[src/rtl/salc_pkg.sv]
// Shared types, constants and codes for the set-associative LRU cache model.
`default_nettype none

package salc_pkg;

    // Default geometry handed to the top level as parameter defaults.
    localparam int DEF_MAX_SET_BITS = 8;
    localparam int DEF_MAX_WAYS     = 8;
    localparam int DEF_STAMP_BITS   = 32;

    // Fixed field widths.
    localparam int OP_W      = 2;
    localparam int ADDR_W    = 64;
    localparam int TAG_W     = 62;
    localparam int CNT_W     = 32;
    localparam int CFG_W     = 6;
    localparam int CFG_IDX_W = 2;
    localparam int SETB_W    = 4;
    localparam int WAYSR_W   = 4;
    localparam int OFFB_W    = 6;

    // Access kinds. The unused code behaves as a load.
    localparam logic [OP_W-1:0] OP_LOAD   = 2'd0;
    localparam logic [OP_W-1:0] OP_STORE  = 2'd1;
    localparam logic [OP_W-1:0] OP_MODIFY = 2'd2;

    // Configuration register indexes.
    localparam logic [CFG_IDX_W-1:0] REG_SET_BITS   = 2'd0;
    localparam logic [CFG_IDX_W-1:0] REG_WAYS       = 2'd1;
    localparam logic [CFG_IDX_W-1:0] REG_OFFSET_BITS = 2'd2;

    // Configuration reset values.
    localparam logic [SETB_W-1:0]  RST_SET_BITS    = 4'd4;
    localparam logic [WAYSR_W-1:0] RST_WAYS        = 4'd1;
    localparam logic [OFFB_W-1:0]  RST_OFFSET_BITS = 6'd4;

    typedef enum logic [2:0] {
        ST_CLEAR,
        ST_IDLE,
        ST_DECODE,
        ST_SCAN,
        ST_FINISH
    } salc_state_t;

    // Sequencer to scan unit.
    typedef struct packed {
        logic step;
        logic first;
    } scan_ctl_t;

    // Scan unit back to sequencer.
    typedef struct packed {
        logic hit;
        logic free;
    } scan_stat_t;

endpackage

`default_nettype wire

[src/rtl/salc_scan_unit.sv]
// Shared way compare unit: tag match, first free way and oldest stamp, one way per cycle.
`default_nettype none

module salc_scan_unit #(
    parameter int MAX_WAYS   = salc_pkg::DEF_MAX_WAYS,
    parameter int STAMP_BITS = salc_pkg::DEF_STAMP_BITS,
    parameter int WAY_W      = (MAX_WAYS > 1) ? $clog2(MAX_WAYS) : 1
) (
    input  wire logic                       aclk,
    input  wire logic                       aresetn,
    input  wire salc_pkg::scan_ctl_t        ctl,
    input  wire logic [WAY_W-1:0]           way,
    input  wire logic                       line_valid,
    input  wire logic [salc_pkg::TAG_W-1:0] line_tag,
    input  wire logic [salc_pkg::TAG_W-1:0] ref_tag,
    input  wire logic [STAMP_BITS-1:0]      line_stamp,
    input  wire logic [STAMP_BITS-1:0]      now,
    output salc_pkg::scan_stat_t            status,
    output logic [WAY_W-1:0]                pick_way
);
    import salc_pkg::*;

    logic                  match;
    logic [STAMP_BITS-1:0] age;

    logic                  hit_reg, hit_next;
    logic                  free_reg, free_next;
    logic [WAY_W-1:0]      hit_way_reg, hit_way_next;
    logic [WAY_W-1:0]      free_way_reg, free_way_next;
    logic [WAY_W-1:0]      best_way_reg, best_way_next;
    logic [STAMP_BITS-1:0] best_age_reg, best_age_next;

    assign match = line_valid && (line_tag == ref_tag);
    // Age wraps with the stamp counter.
    assign age   = now - line_stamp;

    always_comb begin
        hit_next      = hit_reg;
        free_next     = free_reg;
        hit_way_next  = hit_way_reg;
        free_way_next = free_way_reg;
        best_way_next = best_way_reg;
        best_age_next = best_age_reg;
        if (ctl.step) begin
            if (ctl.first) begin
                hit_next      = match;
                hit_way_next  = way;
                free_next     = !line_valid;
                free_way_next = way;
                best_age_next = age;
                best_way_next = way;
            end else begin
                if (!hit_reg && match) begin
                    hit_next     = 1'b1;
                    hit_way_next = way;
                end
                if (!free_reg && !line_valid) begin
                    free_next     = 1'b1;
                    free_way_next = way;
                end
                // Strictly greater keeps ties on the lowest way.
                if (age > best_age_reg) begin
                    best_age_next = age;
                    best_way_next = way;
                end
            end
        end
    end

    always_ff @(posedge aclk) begin
        if (!aresetn) begin
            hit_reg  <= 1'b0;
            free_reg <= 1'b0;
        end else begin
            hit_reg  <= hit_next;
            free_reg <= free_next;
        end
    end

    always_ff @(posedge aclk) begin
        hit_way_reg  <= hit_way_next;
        free_way_reg <= free_way_next;
        best_way_reg <= best_way_next;
        best_age_reg <= best_age_next;
    end

    assign status.hit  = hit_reg;
    assign status.free = free_reg;
    assign pick_way    = hit_reg ? hit_way_reg : (free_reg ? free_way_reg : best_way_reg);

endmodule

`default_nettype wire

[config.mk]
export PLATFORM = sky130hd
export DESIGN_NAME = salc_scan_unit
export DESIGN_NICKNAME = d
export VERILOG_FILES = /design/src/rtl/salc_pkg.sv /design/src/rtl/salc_scan_unit.sv
export SDC_FILE = /design/constraint.sdc
export NUM_CORES = 1
export LEC_CHECK = 0
export BUFFER_PORTS_ARGS = -buffer_cell sky130_fd_sc_hd__buf_2
export CORE_UTILIZATION = 38
export DETAILED_ROUTE_END_ITERATION = 7
export PLACE_DENSITY_LB_ADDON = 0.08
export SLEW_MARGIN = 20
export SYNTH_ARGS = -nofsm -noshare
export SYNTH_HDL_FRONTEND = slang
export SYNTH_SLANG_ARGS = --single-unit
[constraint.sdc]
create_clock -name aclk -period 7.86 [get_ports aclk]
set_input_delay 1.572 -clock aclk [delete_from_list [all_inputs] [get_ports aclk]]
set_output_delay 1.572 -clock aclk [all_outputs]
set_load 0.005 [all_outputs]
**Word level (Yosys, flattened, before mapping)**

Cells that the tools add are included.
Widths: inputs -> output; s select.

- Reduce and logical (&&, ||, !) cells: 12
- Mux-type cells: 14
- Equal/unequal tests: 1
- Add/subtract/negate cells: 1
- Order comparisons: 1

Operators by type and width:

| kind | number |
|---|---|
| $mux 32 | 2 |
| $eq 62x62->1 | 1 |
| $gt 32x32->1 | 1 |
| $sub 32x32->32 | 1 |
| $mux 3 | 8 |
| $reduce_and 2->1 | 3 |
| $reduce_bool 2->1 | 3 |
| $mux 1 | 4 |
| $logic_and 1x1->1 | 3 |
| $logic_not 1->1 | 3 |

- Bits in registers: 43
- Logic and storage cells: 35

**Longest topological paths before layout**

- Depth in word-level cells: 5
- Depth in mapped cells: 18
- Gate-level depth less buffers: 17

**Least setup slack after synthesis**

OpenSTA, ideal clock, no wires.

- Path type: input -> register
- From: input port now[0]
- To: register best_age_reg[0] (enable)
- Data required time: 7421 ps
- Arrival: 6490 ps
- Stages on the path: 18
- Setup slack: 931 ps
- Path buffers: 1
- Setup time: 439 ps
- Cell sequence: inv_1 -> ha_1 -> inv_1 -> fa_1 -> a21o_1 -> a211oi_2 -> nor3_1 -> or3b_1 -> buf_2 -> a2111oi_4 -> and4b_1 -> ha_1 -> nand4_1 -> or2_2 -> nor2_1 -> nand2_1 -> a41o_1 -> a21oi_1

- Longest elaborated chain between the ends: 4

RTL lines:

| what | RTL line | text |
|---|---|---|
| from (decl) | salc_scan_unit.sv:17 | `input wire logic [STAMP_BITS-1:0] now,` |
| $sub 32x32->32 | salc_scan_unit.sv:35 | `assign age = now - line_stamp;` |
| named net age[26] | salc_scan_unit.sv:24 | `logic [STAMP_BITS-1:0] age;` |
| $gt 32x32->1 | salc_scan_unit.sv:62 | `if (age > best_age_reg) begin` |
| $reduce_bool 2->1 (no source line) | n/a |  |
| $reduce_and 2->1 (no source line) | n/a |  |
| to (signal assigned) | salc_scan_unit.sv:84 | `best_age_reg <= best_age_next;` |
| to (decl) | salc_scan_unit.sv:31 | `logic [STAMP_BITS-1:0] best_age_reg, best_age_next;` |

The timed path passes the listed nets, and every way through them passes these cells.
A chain may end at the register's enable or synchronous reset.

**Final worst setup path**

- From: input port now[0]
- To: register best_way_reg[1] (enable)

- Longest elaborated chain between the ends: 4

RTL lines:

| what | RTL line | text |
|---|---|---|
| $sub 32x32->32 | salc_scan_unit.sv:35 |  |
| named net age[26] | salc_scan_unit.sv:24 |  |
| $gt 32x32->1 | salc_scan_unit.sv:62 |  |
| $reduce_bool 2->1 (no source line) | n/a |  |
| $reduce_and 2->1 (no source line) | n/a |  |
| to (signal assigned) | salc_scan_unit.sv:83 | `best_way_reg <= best_way_next;` |
| to (decl) | salc_scan_unit.sv:30 | `logic [WAY_W-1:0] best_way_reg, best_way_next;` |

The timed path passes the listed nets, and every way through them passes these cells.

==> flow_summary.toml <==
[floorplanning]
core_sq_um = 12200
num_rows = 40
initial_core_util_pct = 39.7
die_h_um = 115
fp.dieArea_sq_um = 13200
fp.dieW_um = 115
ioPinCount = 201

[critical_path]
cp_num_buf_inv = 4
worstSetupPathType = "in -> reg"
worstSetupStartpoint = "now[0]"
reg2reg_to = "best_way_reg[1]"
path_depth = 19
cp_max_fo = 19
reg2reg_depth = 9
rrSetupSlack_ns = 5.08
worst_setup_path_end_kind = "flip-flop"
crit_chain = "buf_2 > inv_1 > ha_1 > inv_1 > fa_1 > a21o_1 > a211oi_2 > nor3_1 > or3b_1 > a2111oi_4 > and4b_1 > ha_1 > nand4_1 > or2_2 > nor2_1 > nand2_1 > a41o_1 > a21oi_4 > buf_4"
slowest_stage = "or3b_1"
cp_top_family = "compound AO/OA/AOI/OAI gates"
cp_data_required_time_ns = 7.82
r2r_start = "best_age_reg[31]"
critPathLaunchType = "primary input"
slowest_delay_ns = 0.52
arrival_ns = 6.14

[timing]
hold_viol_final = 0
fin_setup_tns_ns = 0
worstMarginPinSlew_ns = 0.751
hold_slack_ns = 0.584
rsz0062_at_grt = "false"
skew_ns = 0.00313
setup_viol = 0
max_freq_mhz = 162
finalCritPeriodShare_pct = 78.6
fin_crit_ns = 6.18
maxSlewHeadroom_pct = 49.3
slew_violations = 0

[routing]
antenna_left = 0
vias_per_cell = 5.07
wire_per_inst_um = 14.0
num_vias = 4710
post-route-drc-count = 0
firstDrtPassIters = 4
routed_wl_mm = 13.0
drt-initial-drc-count = 168

[logic_synthesis]
synthCells = 561
syn-num-nets = 821
syn-cell-area_sq_um = 4850
synth-seq-cells = 43
synth-edff-count = 41
yosys-top-cells-area = "edfxtp_1, ha_1, xnor2_1"
synth_ff_type = "edfxtp_1"
synth_cell_types = 64
synth_top_area_share_pct = 25.4
synthArstFlopShare_pct = 0
synth_area_leader_cell = "edfxtp_1"
syn_avg_cell_area_sq_um = 8.64
yosys_warnings = 0
seq_area_frac_synth_pct = 26.2

[clocking]
post_cts_resized = 0
clkLatencyLatePin_ns = 0.28
htreeDepth = 2
holdBufCountCts = 0
cts_sinks = 43
clock_path_buffers = 2
cts_tree = "yes"
clock-root-buffer = "clkbuf_16"
numCtsBuffers = 5
cts.clk_slew.worst_paths_ns = 0.06
post_cts_buffers = 0

[global_route]
grt_max_degree = 20
antenna_found_initial = 2
grtUsageTotal_pct = 19.2
grt_remaining_overflow = 0
grt_pass1_wl_mm = 20.1
grt_pass1_vias = 4416

[cells_and_area]
drive_gt1_share_pct = 28.7
final_cells = 929
layout.nets = 1018
final_cell_mix = "buf_2, inv_1, ha_1"
area_delta_synth_final_pct = 27.5
final_common_cell = "buf_2"
fillCellCount = 1226
largest_reg_flops = 32

[placement]
io_buffers = 200
place_hpwl_mm = 11.3
dp.cells = 919
gp_congestion = 0.861

[job]
maxCapViolations = 0

[min_path]
hp-class = "reg -> reg"
whs_path_depth = 2
holdCritStartpoint = "hit_reg"
hold_end = "hit_reg"

[pwr]
powerDensity_nw_per_um2 = 150
leakagePower_uw = 0.00304
ir_worst_vdd_mv = 0.0847

[run_status]
status = "finished, final reports clean"
## through the flow
stage / utilization (%) / setup slack, ns / power [uW] / area (sq um)
2_1_floorplan: - / 0.931 / 590 / 4850
3_3_place_gp: 49.3 / 1.47 / 713 / 6020
3_5_place_dp: 49.3 / 1.35 / 723 / 6020
4_1_cts: 50.6 / 1.64 / 938 / 6180
5_1_grt: 50.6 / 1.40 / 1000 / 6180
6_report: 50.6 / 1.68 / 929 / 6180
## logic make-up after synthesis
family | after synthesis | share of synthesized area [%]
buf+inv | 91 | 7.38
simple gates | 136 | 14.7
flops | 43 | 26.2
compound gates | 147 | 20.5
xor+xnor | 76 | 13.7
fa+ha+maj | 64 | 16.7
mux | 4 | 0.826
## metal layers
metal	global-route usage [%]	up-vias	share of wire, %
met5	0	-	0
met4	5.19	0	1.5
met3	2.95	14	6.8
met2	36.9	162	50
met1	21.7	2112	41
li1	-	2422	-
## final cells by class
type	count	area (sq um)	share of cell area (%)
flip-flops and latches	43	1270	20.6
repair buffers	201	1010	16.3
diodes	2	5.00	0.0810
inverters	80	300	4.86
clock buffers	8	156	2.53
well taps	168	210	3.40
multi-input cells	427	3230	52.3
## synth_stat cells, types with 3 or more instances
library cell  count
inv_1            80
ha_1             63
edfxtp_1         41
a21oi_1          39
xnor2_1          39
xor2_1           37
nand2_1          34
nor2_1           26
o21ai_0          25
nand4_1          18
a21o_1           16
nor4_1           12
nor2b_1          11
a211oi_1          8
clkbuf_1          7
o21a_1            7
o22ai_1           7
and3_1            5
nand3_1           5
nor3_1            5
o211ai_1          5
a211o_1           4
mux2i_1           4
or2_2             4
a31oi_1           3
a41oi_1           3
o21ai_1           3
o21bai_1          3
## worst register-to-register path, cell delays in order, from the launching register on
cell and delay (ns):
edfxtp_1 0.33, inv_1 0.04, ha_1 0.30, nand4_1 0.12, or2_2 0.32, nor2_1 0.13, nand2_1 0.09, a41o_1 0.25
a21oi_4 0.50, buf_4 0.39
## where the power goes
part	total (uW)	internal (uW)	switching, uW
clock	212	135	76.6
sequential	308	300	8.19
combinational	410	188	222
total	929	623	307
## worst max-delay path by stage
stage	to	slack [ns]
2_1_floorplan	best_age_reg[0]	0.93
3_3_place_gp	best_way_reg[0]	1.47
3_5_place_dp	best_way_reg[0]	1.35
4_1_cts	best_age_reg[20]	1.64
5_1_grt	best_age_reg[0]	1.40
6_report	best_way_reg[1]	1.68
(Power assumes the default switching activity.)
